`src/hw/rtl/aac_pkg.sv`:
```
// ---------------------------------------------------------------------------
// aac_pkg
// Types and constants of the accelerometer affine calibration block.
// ---------------------------------------------------------------------------
`default_nettype none

package aac_pkg;

  localparam int RAW_W     = 16;  // raw sample
  localparam int BIAS_W    = 20;  // Q16.4 bias
  localparam int D_W       = 21;  // bias-removed sample, Q.4
  localparam int FAC_W     = 16;  // Q2.14 factor
  localparam int ROW_W     = 3 * FAC_W;
  localparam int PROD_W    = FAC_W + D_W;
  localparam int SUM_W     = PROD_W + 2;
  localparam int FRAC_BITS = 14;
  localparam int RND_W     = SUM_W - FRAC_BITS;
  localparam int OUT_W     = 24;
  localparam int ADDR_W    = 6;
  localparam int DATA_W    = 64;

  localparam logic [ROW_W-1:0] ROW_X_RST = 48'h0000_0000_4000;
  localparam logic [ROW_W-1:0] ROW_Y_RST = 48'h0000_4000_0000;
  localparam logic [ROW_W-1:0] ROW_Z_RST = 48'h4000_0000_0000;

  typedef enum logic [2:0] {
    REG_ROW_X  = 3'd0,
    REG_ROW_Y  = 3'd1,
    REG_ROW_Z  = 3'd2,
    REG_BIAS_X = 3'd3,
    REG_BIAS_Y = 3'd4,
    REG_BIAS_Z = 3'd5
  } aac_reg_idx_t;

  typedef struct packed {
    logic signed [RAW_W-1:0] raw_x;
    logic signed [RAW_W-1:0] raw_y;
    logic signed [RAW_W-1:0] raw_z;
  } aac_in_t;

  typedef struct packed {
    logic signed [OUT_W-1:0] cal_x;
    logic signed [OUT_W-1:0] cal_y;
    logic signed [OUT_W-1:0] cal_z;
  } aac_out_t;

  typedef struct packed {
    logic signed [D_W-1:0] dx;
    logic signed [D_W-1:0] dy;
    logic signed [D_W-1:0] dz;
  } aac_dvec_t;

  typedef struct packed {
    logic [ROW_W-1:0]         row_x;
    logic [ROW_W-1:0]         row_y;
    logic [ROW_W-1:0]         row_z;
    logic signed [BIAS_W-1:0] bias_x;
    logic signed [BIAS_W-1:0] bias_y;
    logic signed [BIAS_W-1:0] bias_z;
  } aac_cfg_t;

endpackage

`default_nettype wire

```
`src/hw/rtl/aac_bias.sv`:
```
// ---------------------------------------------------------------------------
// aac_bias
// Stage 1: scale raw samples to Q.4 and remove the per-axis bias.
// ---------------------------------------------------------------------------
`default_nettype none

module aac_bias (
  input  wire logic                 clk,
  input  wire aac_pkg::aac_in_t     sample,
  input  wire aac_pkg::aac_cfg_t    cfg,
  output aac_pkg::aac_dvec_t        dvec
);
  import aac_pkg::*;

  function automatic logic signed [D_W-1:0] debias(
    input logic signed [RAW_W-1:0]  raw,
    input logic signed [BIAS_W-1:0] bias
  );
    logic signed [D_W-1:0] scaled;
    scaled = $signed({raw[RAW_W-1], raw, 4'b0000});
    return scaled - D_W'(bias);
  endfunction

  always_ff @(posedge clk) begin
    dvec.dx <= debias(sample.raw_x, cfg.bias_x);
    dvec.dy <= debias(sample.raw_y, cfg.bias_y);
    dvec.dz <= debias(sample.raw_z, cfg.bias_z);
  end

endmodule

`default_nettype wire

```
`config.mk`:
```
export PLATFORM = sky130hd
export DESIGN_NAME = aac_bias
export DESIGN_NICKNAME = d
export VERILOG_FILES = /design/src/hw/rtl/aac_pkg.sv /design/src/hw/rtl/aac_bias.sv
export SDC_FILE = /design/constraint.sdc
export NUM_CORES = 1
export LEC_CHECK = 0
export ABC_CLOCK_PERIOD_IN_PS = 2400
export BUFFER_PORTS_ARGS = -buffer_cell sky130_fd_sc_hd__buf_2
export CORE_AREA = 2 2 121 123
export CTS_CLUSTER_SIZE = 14
export DETAILED_ROUTE_END_ITERATION = 6
export DIE_AREA = 0 0 123 125
export HOLD_SLACK_MARGIN = 0.08
export PLACE_DENSITY = 0.67
export RECOVER_POWER = 25
export SYNTH_ARGS = -nofsm -noshare
export SYNTH_HDL_FRONTEND = slang
export SYNTH_SLANG_ARGS = --single-unit
```
`constraint.sdc`:
```
create_clock -name clk -period 2.4 [get_ports clk]
set_input_delay 0.12 -clock clk [delete_from_list [all_inputs] [get_ports clk]]
set_output_delay 0.12 -clock clk [all_outputs]
set_load 0.01 [all_outputs]
```
Yosys cells after proc, flatten, opt, wreduce, memory -nomap -nowiden
Cells that the tools add are included.
- add/subtract/negate cells: 3
- operators by type and width (kind ; number):
    20-bit by 20-bit subtractor with 21-bit output ; 3
- output and inout bits: 63
- bits in registers: 63
- word-level logic and storage cells: 6

Depth between registers and ports, before layout
- depth after elaboration: 1
- depth in mapped cells: 10

Worst setup path before layout
No wires, ideal clock.
- kind: input port to flip-flop
- from: input port cfg[8] (netlist bit)
- to: register dvec[18] (netlist bit)
- setup time: 0.133 ns
- arrival: 1.766 ns
- buffers on the path: 0
- data required time: 2.267 ns
- path slack: 0.501 ns
- cell stages on the path: 9
- path through: inv_1 ha_1 a21o_1 a21o_1 a21o_1 o21bai_1 a41oi_2 mux2i_1 o2111ai_1
- cells in the longest elaborated chain, start to end: 1
- ends and longest elaborated chain (what ; line ; RTL):
    from (decl) ; aac_bias.sv:10 ; input wire aac_pkg::aac_cfg_t cfg,
    20-bit by 20-bit subtractor with 21-bit output ; aac_bias.sv:21 ; return scaled - D_W'(bias);
    to (decl) ; aac_bias.sv:11 ; output aac_pkg::aac_dvec_t dvec
Every way passes these cells.

Final worst setup path
- from: input port cfg[40] (netlist bit)
- to: register dvec[58] (netlist bit)
The elaborated chain is that of the path after synthesis.

==> impl_results.md <==
* YS warnings at 0
* CTS Buf Count at 9
* Main flop type after synthesis: dfxtp_1
* Worst Path Required at around 2.6 ns
* Largest delay share family, worst path: compound AO/OA/AOI/OAI gates
* Arr. time, crit path at 2.46 ns
* Worst setup SP type: input pin
* Area added between synthesis and finish at 40.2%
* Unique masters post-synth at 52
* Util after Layout at 0.382
* Most common cell in the synthesized netlist: inv_1
* Clk sinks at 63
* Register area at around 1300 µm²
* Detailed Routing Iterations Pass 1 at 5
* Drt via density at ~4.6
* Capture point of the worst path: dvec[58]
* Power, Total at 3920 µW
* Count of input and output buffers at around 170
* Synth top area cells: dfxtp_1, ha_1, xnor2_1, inv_1, a21oi_1
* Buf+Inv Stages, Crit Path at 3
* Slowest CP cell: dlygate4sd3_1
* Max incr delay on CP at between 0.5 and 0.6 ns
* Final Slew Violations at 0
* Total gr overflow at 0
* Final Cycle Share at 0.941
* Highest Clock Rate at approximately 0.44 GHz
* First-pass GRT wire length at 16.5 mm
* Yosys reg bits at 63
* Levels on crit path at 10
* Final Hold Fails at 0
* Min-Delay Path Class: input pin to flip-flop
* Mapped cell area at 3870 µm²
* Critical Path Source: cfg[40]
* Worst slew pin tran at about 0.42 ns
* Post-DRT Antenna Nets at 0
* Top Registers: dvec (63)
* Post-synth EDFFs at 0
* Top-area cell type share of the netlist area at 0.326
* Maxcap violations at 0
* Slew HR at 0.718
* Avg Inst Size Synth at around 8.6 µm²
* Top cells by count, synth: inv_1, dfxtp_1, ha_1
* Largest net degree at the start of global routing at 12
* Highest net fanout along the worst path at 4
* Die width at between 100 and 150 µm
* Max FFs per register at 63
* Post-route minimum period at around 2.3 ns
* Max VDD drop at between 200 and 300 µV
* CTS tree: built
* P per Cell Area at ~720 nW/µm²
* Leakage at between 0.002 and 0.003 µW
* Number of remaining DRC errors at 0
* Root buf cell: clkbuf_16
* Initial antenna violation count at 3
* Via count at approximately 3800
* DP HPWL at between 8 and 9 mm
* Largest Register: dvec
* Clock tree buffer depth at 2
* Core Region at 14200 µm²
* Fillers at around 1500
* Sequential share of the synthesized area at 0.326
* Die area at approximately 15000 µm²
* Critical path, cell by cell: dlygate4sd3_1 -> buf_2 -> inv_1 -> ha_1 -> and3_1 -> a311oi_2 -> o221ai_1 -> a211oi_2 -> o21ai_0 -> xor2_1
* GRT Util Overall at 0.136
* # rows at 44
* Fin nets at ~950
* I/O pins at between 300 and 400
* Async S/R FF share, synth at 0
* Vias in the first global route at 3600
* Drt first-iter violations at 119
* Starting Density at 0.273
* Final Setup Violations at 0
* RD Place Congestion at 0.830
* Layout cells sized above 1 at 0.274
* Setup CP Type: input pin to flip-flop
* Final wirelength at between 10 and 15 mm
* WL/cell at roughly 12 µm
* Status: finished, final reports clean
* Post-synthesis instance total at between 400 and 500
* Worst setup EP type: flip-flop
* Area leader, netlist: dfxtp_1
* Height of the die at 125 µm
* Area occupied by multi-input gates at between 2000 and 2500 µm²
* Clock slew at reported path FFs at 0.05 ns
* Post-Syn Nets at ~750
* Htree depth at 3
## layer usage
| metal | track usage | wire length [µm] | vias to the layer above |
|---|---|---|---|
| met5 | 0 | 27 | - |
| met4 | 0.0655 | 257 | 4 |
| met3 | 0.0433 | 941 | 22 |
| met2 | 0.206 | 4310 | 152 |
| met1 | 0.174 | 4830 | 1710 |
| li1 | - | - | 1950 |
## worst min-delay path by stage
| stage | startpoint | end | slack [ns] | cells past startpoint |
|---|---|---|---|---|
| 3_5_place_dp | cfg[40] | dvec[42] | 0.27 | 1 |
| 3_3_place_gp | cfg[40] | dvec[42] | 0.27 | 1 |
| 5_1_grt | cfg[21] | dvec[22] | 0.09 | 3 |
| 4_1_cts | cfg[21] | dvec[22] | 0.08 | 3 |
| 6_report | cfg[21] | dvec[22] | 0.1 | 3 |
| 2_1_floorplan | cfg[0] | dvec[0] | 0.15 | 0 |
## layout by cell type, fill, tap and decap left out, drive strengths merged, types with 4 or more instances in the layout
master       instances
a211oi               4
xor2                 9
xnor2               38
a21o                20
nor2                26
o21a                 4
dlygate4sd3         11
inv                 69
nand2               21
dfxtp               63
clkbuf              39
o21ai               18
nor3                 9
and3                 4
buf                147
nand3               14
a21oi               36
ha                  51
nand4                8
nand2b               5
## cell type report
| type | count | area share |
|---|---|---|
| inverters | 69 | 0.0477 |
| clock buffers | 11 | 0.0465 |
| repair buffers | 186 | 0.177 |
| well taps | 184 | 0.0424 |
| flip-flops and latches | 63 | 0.232 |
| clock inverters | 5 | 0.0191 |
| multi-input cells | 313 | 0.435 |
| diodes | 1 | 0.000461 |
## power by group
part | internal, µW | total, µW | switching [µW] | leakage [µW]
Sequential | 1250 | 1300 | 53.6 | 0.000531
Combinational | 486 | 1060 | 576 | 0.00207
Clock | 1070 | 1560 | 490 | 0.000176
## metrics by stage
step           worst slack, ns  hold slack, ns  setup TNS, ns  instance area (µm²)  std cells
2_1_floorplan            0.501           0.148              0                 3870        448
3_3_place_gp             0.136           0.271              0                 4980        804
3_5_place_dp             0.130           0.273              0                 4980        804
4_1_cts                 0.0719          0.0824              0                 5450        831
5_1_grt               -0.00727          0.0906       -0.00727                 5430        831
6_report                 0.142          0.0983              0                 5430        832
## cell families (layout without fill, tap and decap cells)
kind of cell | count (synthesis) | count (layout) | share of synthesized area
compound gates | 111 | 111 | 0.194
xor+xnor | 47 | 47 | 0.106
fa+ha+maj | 51 | 51 | 0.165
buf+inv | 72 | 271 | 0.0698
flops | 63 | 63 | 0.326
mux | 3 | 3 | 0.00775
other cells | 0 | 1 | 0
simple gates | 101 | 101 | 0.132
## what timing repair did
action | in CTS | in global routing
setup endpoints to repair | 0 | 4
hold buffers | 11 | 0
gates resized for setup | 0 | 4
endpoints found under the hold margin | 11 | 0
buffers inserted | 0 | 0
Note: power is estimated with default switching activity, not from simulation.
