==> config.mk <==
export PLATFORM = sky130hd
export DESIGN_NAME = aac_row
export DESIGN_NICKNAME = d
export VERILOG_FILES = /design/src/hw/rtl/aac_pkg.sv /design/src/hw/rtl/aac_row.sv
export SDC_FILE = /design/constraint.sdc
export NUM_CORES = 2
export LEC_CHECK = 0
export BUFFER_PORTS_ARGS = -buffer_cell sky130_fd_sc_hd__buf_2
export CAP_MARGIN = 20
export CORE_MARGIN = 3
export CORE_UTILIZATION = 50
export CTS_CLUSTER_SIZE = 8
export DETAILED_ROUTE_END_ITERATION = 7
export HOLD_SLACK_MARGIN = 0.12
export PLACE_DENSITY = 0.76
export SETUP_SLACK_MARGIN = 0.15
export SLEW_MARGIN = 0
export SYNTH_ARGS = -nofsm -noshare
export SYNTH_HDL_FRONTEND = slang
export SYNTH_SLANG_ARGS = --single-unit
==> constraint.sdc <==
create_clock -name clk -period 15.4 [get_ports clk]
set_input_delay 0.77 -clock clk [delete_from_list [all_inputs] [get_ports clk]]
set_output_delay 0.77 -clock clk [all_outputs]
set_load 0.1 [all_outputs]
==> src/hw/rtl/aac_pkg.sv <==
// ---------------------------------------------------------------------------
// aac_pkg
// Types and constants of the accelerometer affine calibration block.
// ---------------------------------------------------------------------------
`default_nettype none

package aac_pkg;

  localparam int RAW_W     = 16;  // raw sample
  localparam int BIAS_W    = 20;  // Q16.4 bias
  localparam int D_W       = 21;  // bias-removed sample, Q.4
  localparam int FAC_W     = 16;  // Q2.14 factor
  localparam int ROW_W     = 3 * FAC_W;
  localparam int PROD_W    = FAC_W + D_W;
  localparam int SUM_W     = PROD_W + 2;
  localparam int FRAC_BITS = 14;
  localparam int RND_W     = SUM_W - FRAC_BITS;
  localparam int OUT_W     = 24;
  localparam int ADDR_W    = 6;
  localparam int DATA_W    = 64;

  localparam logic [ROW_W-1:0] ROW_X_RST = 48'h0000_0000_4000;
  localparam logic [ROW_W-1:0] ROW_Y_RST = 48'h0000_4000_0000;
  localparam logic [ROW_W-1:0] ROW_Z_RST = 48'h4000_0000_0000;

  typedef enum logic [2:0] {
    REG_ROW_X  = 3'd0,
    REG_ROW_Y  = 3'd1,
    REG_ROW_Z  = 3'd2,
    REG_BIAS_X = 3'd3,
    REG_BIAS_Y = 3'd4,
    REG_BIAS_Z = 3'd5
  } aac_reg_idx_t;

  typedef struct packed {
    logic signed [RAW_W-1:0] raw_x;
    logic signed [RAW_W-1:0] raw_y;
    logic signed [RAW_W-1:0] raw_z;
  } aac_in_t;

  typedef struct packed {
    logic signed [OUT_W-1:0] cal_x;
    logic signed [OUT_W-1:0] cal_y;
    logic signed [OUT_W-1:0] cal_z;
  } aac_out_t;

  typedef struct packed {
    logic signed [D_W-1:0] dx;
    logic signed [D_W-1:0] dy;
    logic signed [D_W-1:0] dz;
  } aac_dvec_t;

  typedef struct packed {
    logic [ROW_W-1:0]         row_x;
    logic [ROW_W-1:0]         row_y;
    logic [ROW_W-1:0]         row_z;
    logic signed [BIAS_W-1:0] bias_x;
    logic signed [BIAS_W-1:0] bias_y;
    logic signed [BIAS_W-1:0] bias_z;
  } aac_cfg_t;

endpackage

`default_nettype wire

==> src/hw/rtl/aac_row.sv <==
// ---------------------------------------------------------------------------
// aac_row
// Stages 2-4 for one output axis: multiply, sum, round and saturate.
// ---------------------------------------------------------------------------
`default_nettype none

module aac_row (
  input  wire logic                          clk,
  input  wire aac_pkg::aac_dvec_t            dvec,
  input  wire logic [aac_pkg::ROW_W-1:0]     factors,
  output logic signed [aac_pkg::OUT_W-1:0]   cal
);
  import aac_pkg::*;

  logic signed [FAC_W-1:0]  f0, f1, f2;
  logic signed [PROD_W-1:0] p0, p1, p2;
  logic signed [SUM_W-1:0]  sum;
  logic signed [SUM_W-1:0]  lifted;
  logic signed [RND_W-1:0]  rnd;
  logic signed [OUT_W-1:0]  cal_next;

  assign f0 = $signed(factors[FAC_W-1:0]);
  assign f1 = $signed(factors[2*FAC_W-1:FAC_W]);
  assign f2 = $signed(factors[3*FAC_W-1:2*FAC_W]);

  // stage 2: three products
  always_ff @(posedge clk) begin
    p0 <= f0 * dvec.dx;
    p1 <= f1 * dvec.dy;
    p2 <= f2 * dvec.dz;
  end

  // stage 3: sum, cannot overflow (|sum| < 2^37)
  always_ff @(posedge clk) begin
    sum <= SUM_W'(p0) + SUM_W'(p1) + SUM_W'(p2);
  end

  // stage 4: round half up, drop fraction, clamp to 24 bits
  assign lifted = sum + SUM_W'(1 << (FRAC_BITS - 1));
  assign rnd    = lifted[SUM_W-1:FRAC_BITS];

  always_comb begin
    if (rnd[RND_W-1] != rnd[OUT_W-1]) begin
      cal_next = rnd[RND_W-1] ? {1'b1, {(OUT_W-1){1'b0}}} : {1'b0, {(OUT_W-1){1'b1}}};
    end else begin
      cal_next = rnd[OUT_W-1:0];
    end
  end

  always_ff @(posedge clk) begin
    cal <= cal_next;
  end

endmodule

`default_nettype wire

=== Yosys cells after proc, flatten, opt, wreduce, memory -nomap -nowiden ===
Index checks and enable logic that the tools add are counted.

* Flip-flop bits (word level): 174
* Bits in latches: 0
* Bits in writable memories: 0
* ROM bits: 0
* Input port bits: 112
* Output and inout port bits: 24
* Memories kept: 0

* $add $sub $neg: 3
* $mul: 3
* Div/mod/pow operators: 0
* Magnitude comparators: 0
* Equality and inequality tests: 1
* Shifts and indexed selects: 0
* Multiplexer cells: 2
* Bitwise logic cells: 0
* Reduce and logical (&&, ||, !) cells: 0

{| class="wikitable"
|+ Operators by type and width
! cell !! number
|-
| multiplier 16 x 21 -> 37 bit || 3
|-
| two-way mux 24 bit || 2
|-
| adder 38 x 37 -> 39 bit || 1
|-
| adder 39 x 15 -> 39 bit (second input constant) || 1
|-
| adder 37 x 37 -> 38 bit || 1
|-
| inequality test 1 bit || 1
|}

=== Depth between registers and ports, before layout ===
* Word-level depth: 3
* Depth in mapped cells: 26

=== Worst setup path before layout ===
Ideal clock, no wire load.

* Path type: input to register
* Start point: in dvec[55] in the netlist's numbering
* End point: reg p0[33]
* Arrival: 6.609 ns
* Data required time: 15.328 ns
* Setup slack: 8.719 ns
* Stages on the path: 24
* Buffers on the path: 1
* Path through: clkbuf_1 -> nand2_1 -> fa_1 -> inv_1 -> fa_1 -> inv_1 -> fa_1 -> inv_1 -> fa_1 -> inv_1 -> fa_1 -> inv_1 -> fa_1 -> ha_1 -> a2111oi_4 -> nand2_2 -> or3_1 -> o21ba_2 -> o211ai_2 -> o21ai_2 -> a41o_1 -> a31o_1 -> a21oi_2 -> xnor2_1

* Longest elaborated chain between the ends: 1

{| class="wikitable"
|+ Ends and longest elaborated chain
! what !! line !! RTL
|-
| from (decl) || aac_row.sv:9 || <nowiki>input wire aac_pkg::aac_dvec_t dvec,</nowiki>
|-
| multiplier 16 x 21 -> 37 bit || aac_row.sv:28 || <nowiki>p0 <= f0 * dvec.dx;</nowiki>
|-
| to (signal assigned) || aac_row.sv:28 ||
|-
| to (decl) || aac_row.sv:16 || <nowiki>logic signed [PROD_W-1:0] p0, p1, p2;</nowiki>
|}

No other way between the ends.

=== Final worst setup path ===
* Start point: in factors[31] in the netlist's numbering
* End point: reg p1[35]

* Longest elaborated chain between the ends: 1

{| class="wikitable"
|+ Ends and longest elaborated chain
! what !! line !! RTL
|-
| from (decl) || aac_row.sv:10 || <nowiki>input wire logic [aac_pkg::ROW_W-1:0] factors,</nowiki>
|-
| multiplier 16 x 21 -> 37 bit || aac_row.sv:29 || <nowiki>p1 <= f1 * dvec.dy;</nowiki>
|-
| to (signal assigned) || aac_row.sv:29 ||
|-
| to (decl) || aac_row.sv:16 ||
|}

No other way between the ends.

==> flow_summary.json <==
{
  "status": "finished clean",
  "ant_nets": 0,
  "cts.sink_count": 161,
  "antenna_found_initial": 0,
  "worst-setup-path-type": "in -> reg",
  "yosys.area.top_type": "fa_1",
  "tns_ns": 0,
  "path_max_fanout": 19,
  "die_width_um": 297.8,
  "yosysUniqueCellTypes": 64,
  "diodes": 0,
  "ios": 136,
  "cts_max_level": 4,
  "syn_area_um2": 42580,
  "cp-start-kind": "input pin",
  "worstPathArrival_ns": 7.42,
  "synthTopCellsByArea": "fa_1 49%, inv_1 10%, ha_1 9.2%",
  "syn_inst": 4608,
  "nNetsFinal": 6057,
  "cts_tree": "yes",
  "clock_latency_ns": 0.42,
  "dp_hpwl_um": 82120,
  "setup_viol": 0,
  "clock-root-buffer": "clkbuf_16",
  "post_drt_wl_per_cell_um": 17.06,
  "synth-seq-cells": 161,
  "cts_hold_buf": 0,
  "final_cell_mix": "1141 x inv_1, 1032 x fa_1, 627 x nand2_1",
  "dr.pass1.iters": 6,
  "r2r_start": "p2[4]$_DFF_P_",
  "fin_crit_sh": 0.4607,
  "crit_start": "factors[31]",
  "synth_top_area_frac": 0.4852,
  "grt_pass1_vias": 33200,
  "grt.total_usage": 0.2323,
  "hp-start": "sum[36]$_DFF_P_",
  "synthArstFlopShare": 0,
  "core_um2": 83950,
  "grt_pass1_wl_um": 167300,
  "yosys_warnings": 0,
  "cp_cell_sequence": "buf_2 -> clkinv_1 -> nor2_1 -> fa_1 -> fa_1 -> fa_1 -> fa_1 -> fa_1 -> inv_1 -> fa_1 -> inv_1 -> ha_1 -> a21oi_1 -> o211ai_1 -> o21ai_1 -> o31ai_1 -> a21oi_1 -> o21ai_1 -> o2111ai_1 -> a21o_1 -> a211o_1 -> xnor2_1",
  "path_common_cell": "fa_1",
  "rows": 106,
  "synth_edf_count": 0,
  "end_kind": "flop",
  "synth_nets": 6066,
  "fin_crit_ns": 7.094,
  "cts_buffers": 17,
  "wirelength_um": 98000,
  "avgSynthCellArea_um2": 9.240,
  "worstHoldPathType": "reg -> reg",
  "slew_violations": 0,
  "grt_max_degree": 24,
  "r2r_cells": 12,
  "cp_slowest_cell": "o31ai_1",
  "ys.flop_type": "dfxtp_1",
  "gp_congestion": 0.9074,
  "clock_skew_ns": 0.01192,
  "drt_iter0_markers": 1667,
  "syn2layout_area_growth_pct": 4.884,
  "postCtsSetupBuffers": 0,
  "tightest_slew_ns": 0.6663,
  "final_common_cell": "inv_1",
  "initial_core_util": 0.5071,
  "slew-limit-headroom": 0.5530,
  "seq_area_frac_synth": 0.07570,
  "post_drt_via_cell_ratio": 5.215,
  "clk_pin_slew_ns": 0.07,
  "fmax_ghz": 0.1410,
  "layout-drive-gt1-share": 0.04142,
  "vias": 29960,
  "die_area_um2": 88690,
  "finalHoldViolCount": 0,
  "port_buffers": 135,
  "drc_errors": 0,
  "clock_path_buffers": 2,
  "critPathRequiredTime_ns": 15.72,
  "drv_cap": 0,
  "hold_depth": 2,
  "overflow": 0,
  "critPathMaxStageDelay_ns": 0.56,
  "die_h_um": 297.8,
  "rsz0062_at_grt": "false",
  "cts-resized-gates": 0
}
## cells by family (layout without fill, tap and decap cells)
family          Yosys count  after routing  synth area share
fa+ha+maj              1346           1346            0.5775
buf+inv                1309           1312            0.1154
simple gates           1284           1284            0.1438
xor+xnor                160            160           0.03291
compound gates          348            348           0.05469
flops                   161            161           0.07570
## stage by stage
stage / util / cell area, um^2 / setup slack, ns / hold WS (ns) / std cells
after detailed placement: 0.5249 / 44070 / 7.938 / 0.5851 / 5713
after CTS: 0.5318 / 44640 / 8.393 / 0.5947 / 5744
final: 0.5319 / 44660 / 8.306 / 0.6004 / 5745
after global placement: 0.5249 / 44070 / 8.129 / 0.5716 / 5713
after floorplan: - / 42580 / 8.719 / 0.5272 / 4608
after global routing: 0.5319 / 44660 / 7.868 / 0.6412 / 5745
## synth_stat cells, drive strengths merged, types with 2 or more instances
cell type / number
o2111ai: 4
or2: 3
clkbuf: 161
buf: 4
nand4: 17
a21oi: 121
xor2: 45
o21ba: 2
a221oi: 4
nand3: 25
inv: 1141
xnor2: 115
or3: 9
and4: 3
o22ai: 2
clkinv: 3
a211oi: 20
and2: 389
nor3: 24
nand2: 628
a221o: 2
dfxtp: 161
o21bai: 20
o21a: 23
a31oi: 12
a211o: 4
a31o: 4
fa: 1032
a21o: 60
o31ai: 4
nor2: 128
o21ai: 45
a2111oi: 2
and3: 13
o211ai: 9
or4: 2
nand2b: 27
nor4: 2
nor2b: 9
o41ai: 3
ha: 314
## final timing paths
path | endpoint | slack [ns]
worst max-delay path | p1[35]$_DFF_P_ | 8.31
worst min-delay path | cal[22]$_DFF_P_ | 0.60
worst max register to register | sum[38]$_DFF_P_ | 11.74
worst min register to register | cal[22]$_DFF_P_ | 0.60
## per-layer routing
| layer | up-vias | track usage | wire [um] |
|---|---|---|---|
| li1 | 13450 | - | - |
| met4 | 0 | 0.06802 | 3115 |
| met1 | 15240 | 0.3095 | 40110 |
| met5 | - | 0 | 0 |
| met3 | 195 | 0.03818 | 6890 |
| met2 | 1070 | 0.3932 | 47880 |
## worst max-delay path, delay by kind of cell
| family | cells | cell delay [ns] |
|---|---|---|
| XOR/XNOR | 1 | 0.12 |
| buffers and inverters | 4 | 0.74 |
| adder cells (fa/ha/maj) | 7 | 3.24 |
| AND/OR/NAND/NOR | 1 | 0.34 |
| AO/OA/AOI/OAI | 9 | 2.17 |
## cell type report
class	count	area (um^2)
Fill cell	7465	39300
Timing Repair Buffer	137	694.4
Multi-Input combinational cell	3138	34450
Clock buffer	18	429.2
Inverter	1144	4294
Clock inverter	13	145.1
Tap cell	1134	1419
Sequential cell	161	3223
## state kept, by name, summed over array words and instances, names as in the netlist
register / count
p0: 37
p1: 37
p2: 37
sum: 26
cal: 24
Power is not shown: default switching activity piles up to over one toggle a cycle in this logic, so the estimate is an artifact.
