<file path="config.mk">
export PLATFORM = sky130hd
export DESIGN_NAME = aac_regs
export DESIGN_NICKNAME = d
export VERILOG_FILES = /design/src/hw/rtl/aac_pkg.sv /design/src/hw/rtl/aac_regs.sv
export SDC_FILE = /design/constraint.sdc
export NUM_CORES = 1
export LEC_CHECK = 0
export BUFFER_PORTS_ARGS = -buffer_cell sky130_fd_sc_hd__buf_4
export CELL_PAD_IN_SITES_DETAIL_PLACEMENT = 1
export CELL_PAD_IN_SITES_GLOBAL_PLACEMENT = 2
export CORE_UTILIZATION = 32
export CTS_BUF_LIST = sky130_fd_sc_hd__clkbuf_8
export CTS_CLUSTER_DIAMETER = 50
export DETAILED_ROUTE_END_ITERATION = 16
export HOLD_SLACK_MARGIN = 0.08
export PLACE_DENSITY = 0.9
export SYNTH_ARGS = -nofsm -noshare
export SYNTH_HDL_FRONTEND = slang
export SYNTH_SLANG_ARGS = --single-unit
</file>
<file path="constraint.sdc">
create_clock -name clk -period 4.7 [get_ports clk]
set_input_delay 0.94 -clock clk [delete_from_list [all_inputs] [get_ports clk]]
set_output_delay 0.94 -clock clk [all_outputs]
set_load 0.01 [all_outputs]
</file>
<file path="src/hw/rtl/aac_pkg.sv">
// ---------------------------------------------------------------------------
// aac_pkg
// Types and constants of the accelerometer affine calibration block.
// ---------------------------------------------------------------------------
`default_nettype none

package aac_pkg;

  localparam int RAW_W     = 16;  // raw sample
  localparam int BIAS_W    = 20;  // Q16.4 bias
  localparam int D_W       = 21;  // bias-removed sample, Q.4
  localparam int FAC_W     = 16;  // Q2.14 factor
  localparam int ROW_W     = 3 * FAC_W;
  localparam int PROD_W    = FAC_W + D_W;
  localparam int SUM_W     = PROD_W + 2;
  localparam int FRAC_BITS = 14;
  localparam int RND_W     = SUM_W - FRAC_BITS;
  localparam int OUT_W     = 24;
  localparam int ADDR_W    = 6;
  localparam int DATA_W    = 64;

  localparam logic [ROW_W-1:0] ROW_X_RST = 48'h0000_0000_4000;
  localparam logic [ROW_W-1:0] ROW_Y_RST = 48'h0000_4000_0000;
  localparam logic [ROW_W-1:0] ROW_Z_RST = 48'h4000_0000_0000;

  typedef enum logic [2:0] {
    REG_ROW_X  = 3'd0,
    REG_ROW_Y  = 3'd1,
    REG_ROW_Z  = 3'd2,
    REG_BIAS_X = 3'd3,
    REG_BIAS_Y = 3'd4,
    REG_BIAS_Z = 3'd5
  } aac_reg_idx_t;

  typedef struct packed {
    logic signed [RAW_W-1:0] raw_x;
    logic signed [RAW_W-1:0] raw_y;
    logic signed [RAW_W-1:0] raw_z;
  } aac_in_t;

  typedef struct packed {
    logic signed [OUT_W-1:0] cal_x;
    logic signed [OUT_W-1:0] cal_y;
    logic signed [OUT_W-1:0] cal_z;
  } aac_out_t;

  typedef struct packed {
    logic signed [D_W-1:0] dx;
    logic signed [D_W-1:0] dy;
    logic signed [D_W-1:0] dz;
  } aac_dvec_t;

  typedef struct packed {
    logic [ROW_W-1:0]         row_x;
    logic [ROW_W-1:0]         row_y;
    logic [ROW_W-1:0]         row_z;
    logic signed [BIAS_W-1:0] bias_x;
    logic signed [BIAS_W-1:0] bias_y;
    logic signed [BIAS_W-1:0] bias_z;
  } aac_cfg_t;

endpackage

`default_nettype wire

</file>
<file path="src/hw/rtl/aac_regs.sv">
// ---------------------------------------------------------------------------
// aac_regs
// APB register file holding the correction matrix rows and axis biases.
// ---------------------------------------------------------------------------
`default_nettype none

module aac_regs (
  input  wire logic                         clk,
  input  wire logic                         rst,
  input  wire logic                         psel,
  input  wire logic                         penable,
  input  wire logic                         pwrite,
  input  wire logic [aac_pkg::ADDR_W-1:0]   paddr,
  input  wire logic [aac_pkg::DATA_W-1:0]   pwdata,
  output logic      [aac_pkg::DATA_W-1:0]   prdata,
  output aac_pkg::aac_cfg_t                 cfg
);
  import aac_pkg::*;

  aac_reg_idx_t idx;
  logic         wr;

  // registers sit on 8-byte boundaries
  assign idx = aac_reg_idx_t'(paddr[ADDR_W-1:3]);
  assign wr  = psel & penable & pwrite;

  always_ff @(posedge clk) begin
    if (rst) begin
      cfg.row_x  <= ROW_X_RST;
      cfg.row_y  <= ROW_Y_RST;
      cfg.row_z  <= ROW_Z_RST;
      cfg.bias_x <= '0;
      cfg.bias_y <= '0;
      cfg.bias_z <= '0;
    end else if (wr) begin
      case (idx)
        REG_ROW_X:  cfg.row_x  <= pwdata[ROW_W-1:0];
        REG_ROW_Y:  cfg.row_y  <= pwdata[ROW_W-1:0];
        REG_ROW_Z:  cfg.row_z  <= pwdata[ROW_W-1:0];
        REG_BIAS_X: cfg.bias_x <= pwdata[BIAS_W-1:0];
        REG_BIAS_Y: cfg.bias_y <= pwdata[BIAS_W-1:0];
        REG_BIAS_Z: cfg.bias_z <= pwdata[BIAS_W-1:0];
        default: ;  // unmapped slots ignore writes
      endcase
    end
  end

  always_comb begin
    case (idx)
      REG_ROW_X:  prdata = DATA_W'(cfg.row_x);
      REG_ROW_Y:  prdata = DATA_W'(cfg.row_y);
      REG_ROW_Z:  prdata = DATA_W'(cfg.row_z);
      REG_BIAS_X: prdata = DATA_W'(unsigned'(cfg.bias_x));
      REG_BIAS_Y: prdata = DATA_W'(unsigned'(cfg.bias_y));
      REG_BIAS_Z: prdata = DATA_W'(unsigned'(cfg.bias_z));
      default:    prdata = '0;
    endcase
  end

endmodule

`default_nettype wire

</file>
# Word-level counts from Yosys, hierarchy flattened
# Cells that the tools add are included.
# word_totals
elab_cells	21
ff_bits	204
# op_classes
eq_ne	5
reduce_logical	7
n_bitwise	2
muxes	1
# ops
operator	n
$pmux 48 s6	1
$reduce_and 2->1	6
$eq 3x2->1 const B	2
$eq 3x3->1 const B	2
$eq 3x1->1 const B	1
$logic_not 3->1	1
$and 1x1->1	2

# Longest topological paths before layout
# depth
depth_word	3
mapped_depth	6
ltp_nobuf	3

# Least setup slack after synthesis
# Ideal clock, no wire load.
# synth_path
path_kind	input to output
start	in paddr[4] (netlist bit)
end	out prdata[11] (netlist bit)
slack_ns	1.842
n_path_buf	2
t_arrival_ns	1.918
cell_stages	5
t_required_ns	3.760
cell_sequence	buf_6 -> buf_2 -> or2_2 -> o32ai_1 -> a221o_1
# synth_between
elab_chain_len	2
# synth_rtl
item	line_no	text
start: declaration	aac_regs.sv:13	input wire logic [aac_pkg::ADDR_W-1:0] paddr,
$eq 3x3->1 (tied with other cells)	aac_regs.sv:49	case (idx)
$pmux 48 s6 (*)	aac_regs.sv:49	
end: declaration	aac_regs.sv:15	output logic [aac_pkg::DATA_W-1:0] prdata,
# Every way passes the cells marked *; elsewhere a longest branch is shown, timed or not.

# Worst setup path in the final report
# layout_path
start	in paddr[3] (netlist bit)
end	out prdata[10] (netlist bit)
# The elaborated chain is that of the path after synthesis.

==> impl_metrics.py <==
metrics = {
    "final_layout": {
        "drive_gt1_share_pct": 31.6,
        "diodes": 0,
        "top_register": "cfg",
        "syn_to_final_growth_pct": 33.8,
        "nets": 1448,
        "final_cells": 1791,
        "largest_reg_flops": 204,
        "reg_top3": "cfg: 204 flops",
        "fin_area_um2": 13100,
    },
    "timing": {
        "tns_ns": 0,
        "finClkSkew_ns": 0,
        "min_period_ns": 3.55,
        "slew_headroom_pct": 39.3,
        "final_max_slew_viol_count": 0,
        "tightest_slew_ns": 0.911,
        "hold_viol": 0,
        "setup_viol": 0,
        "fin_crit_sh_pct": 75.5,
        "rsz0062_at_grt": "false",
        "hold_ws_ns": 0.490,
        "fmax_ghz": 0.282,
    },
    "run_status": {
        "status": "finished, final reports clean",
    },
    "floorplan": {
        "die_h_um": 177,
        "die_area_um2": 31400,
        "core_area_um2": 29900,
        "die_w_um": 177,
        "pin_count": 343,
        "start_util_pct": 32.9,
        "rows": 63,
    },
    "worst_setup_path": {
        "cp_max_fo": 44,
        "slowest_stage": "buf_4",
        "crit_path_end_kind": "output pin",
        "cp_top_family": "buffers and inverters",
        "cp_num_buf_inv": 3,
        "rrSetupSlack_ns": 3.89,
        "cp_data_required_time_ns": 3.76,
        "crit_top_cell": "buf_4",
        "slowest_delay_ns": 0.39,
        "startpoint_type": "input port",
        "cp_cell_sequence": "buf_4, buf_12, mux2_2, a22oi_1, o21ai_0, buf_4",
        "crit_arrival_ns": 2.61,
        "crit_type": "in2out",
    },
    "clock_tree": {
        "htreeDepth": 2,
        "clock_latency_ns": 0.53,
        "cts-root-buf": "clkbuf_8",
        "cts.path.max_buffers": 3,
        "clk_pin_slew_ns": 0.06,
        "cts-buffers-inserted": 40,
        "holdBufCountCts": 0,
        "cts_sinks": 204,
        "cts_resized": 0,
        "post-cts-setup-buffers": 0,
        "cts_tree": "yes",
    },
    "yosys": {
        "synth_simple_gate_area_share_pct": 16.0,
        "synth_top_family_by_area": "compound AO/OA/AOI/OAI gates",
        "synthCells": 1114,
        "synthArstFlopShare_pct": 0,
        "synth_top_cell_by_area": "dfxtp_1",
        "synth_compound_area_share_pct": 20.3,
        "synth_top_area_share_pct": 41.6,
        "synthMuxAreaShare_pct": 15.3,
        "synthTopCellsByArea": "dfxtp_1 (42%), mux2i_1 (12%), nand2b_1 (6.8%)",
        "synthFlopType": "dfxtp_1",
        "synth_cell_types": 37,
        "avgSynthCellArea_um2": 8.81,
        "yosysMostFrequentCell": "dfxtp_1",
        "syn_area_um2": 9820,
        "synth.top_cells.by_count": "dfxtp_1 (204), a21oi_1 (131), nand3_1 (127)",
        "yosys_register_bits": 204,
        "synth_edf_count": 0,
        "ys.warnings.count": 0,
        "synth_fa_ha_area_share_pct": 0,
        "synth_xor_area_share_pct": 0,
        "yosysSeqAreaShare_pct": 41.6,
    },
    "grt": {
        "grt_max_degree": 130,
        "gr-total-overflow": 0,
        "grt_pass1_wl_um": 57700,
        "grt_pass1_vias": 9900,
        "track_usage_pct": 23.6,
        "antenna_found_initial": 0,
    },
    "routing": {
        "drt_pass1_iterations": 5,
        "wl_met2_um": 18200,
        "wl_met3_um": 1840,
        "post_drt_wl_per_cell_um": 21.2,
        "drc": 0,
        "via_per_inst": 5.39,
        "first_iter_violations": 532,
        "wl_met1_um": 16700,
        "maxUsedRoutingLayer": "met4",
        "vias": 9660,
        "wirelength_um": 38000,
        "ant_nets": 0,
    },
    "placed_design": {
        "port_buffers": 307,
        "gp_congestion": 0.767,
        "dp_hpwl_um": 24900,
        "post-place-cells": 1721,
        "placed_area_um2": 12300,
    },
    "min_path": {
        "hold_class": "reg2reg",
    },
    "power": {
        "combPwrFrac_pct": 8.7,
        "p_switching_mw": 1.03,
        "power_mw": 4.02,
        "leakagePower_nw": 5.81,
        "ir_drop_mv": 0.188,
        "switching_share_pct": 25.6,
        "intPower_mw": 2.99,
        "clkPwrFrac_pct": 47.7,
        "seqPwrFrac_pct": 43.6,
        "power.density_nw_per_um2": 306,
    },
    "run": {
        "maxCapViolCount": 0,
    },
}
path summary, 6_finish.rpt:
check / from / endpoint / cells after the start
worst min register to register: cfg[164]$_SDFFE_PP0P_ / cfg[164]$_SDFFE_PP0P_ / 2
worst max register to register: cfg[140]$_SDFFE_PP0P_ / cfg[140]$_SDFFE_PP0P_ / 2
worst max-delay path: paddr[3] / prdata[10] / 6
worst min-delay path: cfg[164]$_SDFFE_PP0P_ / cfg[164]$_SDFFE_PP0P_ / 2
through the flow:
step	util, %	setup slack [ns]
after floorplan	-	1.84
after global placement	41.1	1.20
after detailed placement	41.1	1.15
after CTS	44.0	1.15
after global routing	44.0	1.05
final	44.0	1.15
power groups by stage:
stage               clock network (mW)  registers (mW)  logic, mW
floorplan                            0            1.79      0.196
global placement                     0            1.79      0.346
detailed placement                   0            1.79      0.351
CTS                               1.96            1.75      0.352
global route                      2.03            1.75      0.375
finish                            1.92            1.75      0.351
area by class of cell:
class / instances / area, um2
inverters: 4 / 15.0
clock inverters: 23 / 199
repair buffers: 335 / 2540
flip-flops and latches: 204 / 4080
clock buffers: 47 / 647
multi-input cells: 788 / 5160
fillers: 3526 / 16700
well taps: 390 / 488
layer usage:
| layer | vias up | GRT usage, % |
|---|---|---|
| li1 | 4472 | - |
| met1 | 4839 | 30.2 |
| met2 | 281 | 39.2 |
| met3 | 68 | 3.87 |
| met4 | 0 | 9.63 |
| met5 | - | 0 |
cells in the final DEF, fill, tap and decap left out, types with 2 or more instances in the layout:
| master | synthesis | layout |
|---|---|---|
| nand2_1 | 3 | 2 |
| clkinv_2 | 0 | 2 |
| a221o_1 | 3 | 3 |
| a21oi_1 | 131 | 131 |
| nand3_1 | 127 | 127 |
| inv_1 | 3 | 19 |
| a22oi_1 | 13 | 13 |
| nand2b_1 | 107 | 106 |
| o31ai_1 | 3 | 3 |
| clkbuf_8 | 0 | 47 |
| dfxtp_1 | 204 | 204 |
| a21bo_2 | 15 | 15 |
| nor2b_4 | 0 | 3 |
| mux2_2 | 29 | 29 |
| buf_4 | 24 | 332 |
| conb_1 | 1 | 16 |
| bufinv_16 | 0 | 4 |
| or3_1 | 3 | 3 |
| mux2i_1 | 117 | 117 |
| a2bb2oi_1 | 28 | 28 |
| o21ai_0 | 124 | 124 |
| or2_2 | 1 | 2 |
| buf_12 | 0 | 2 |
| a32oi_1 | 8 | 8 |
| nor2_1 | 34 | 34 |
| and2_1 | 2 | 2 |
| a221oi_1 | 5 | 5 |
| o22a_1 | 4 | 4 |
| o32ai_1 | 3 | 3 |
cells by family (layout without fill, tap and decap cells):
logic type | after synthesis | in the layout
multiplexers | 146 | 146
AO/OA/AOI/OAI | 337 | 337
other | 1 | 16
AND/OR/NAND/NOR | 289 | 289
flip-flops | 204 | 204
buffers and inverters | 137 | 409
worst reg2reg max path, cell delays in order (launching register included):
cell and delay (ns):
dfxtp_1 0.38, a21bo_2 0.24, a21oi_1 0.12
Power figures use the tool's default switching activity.
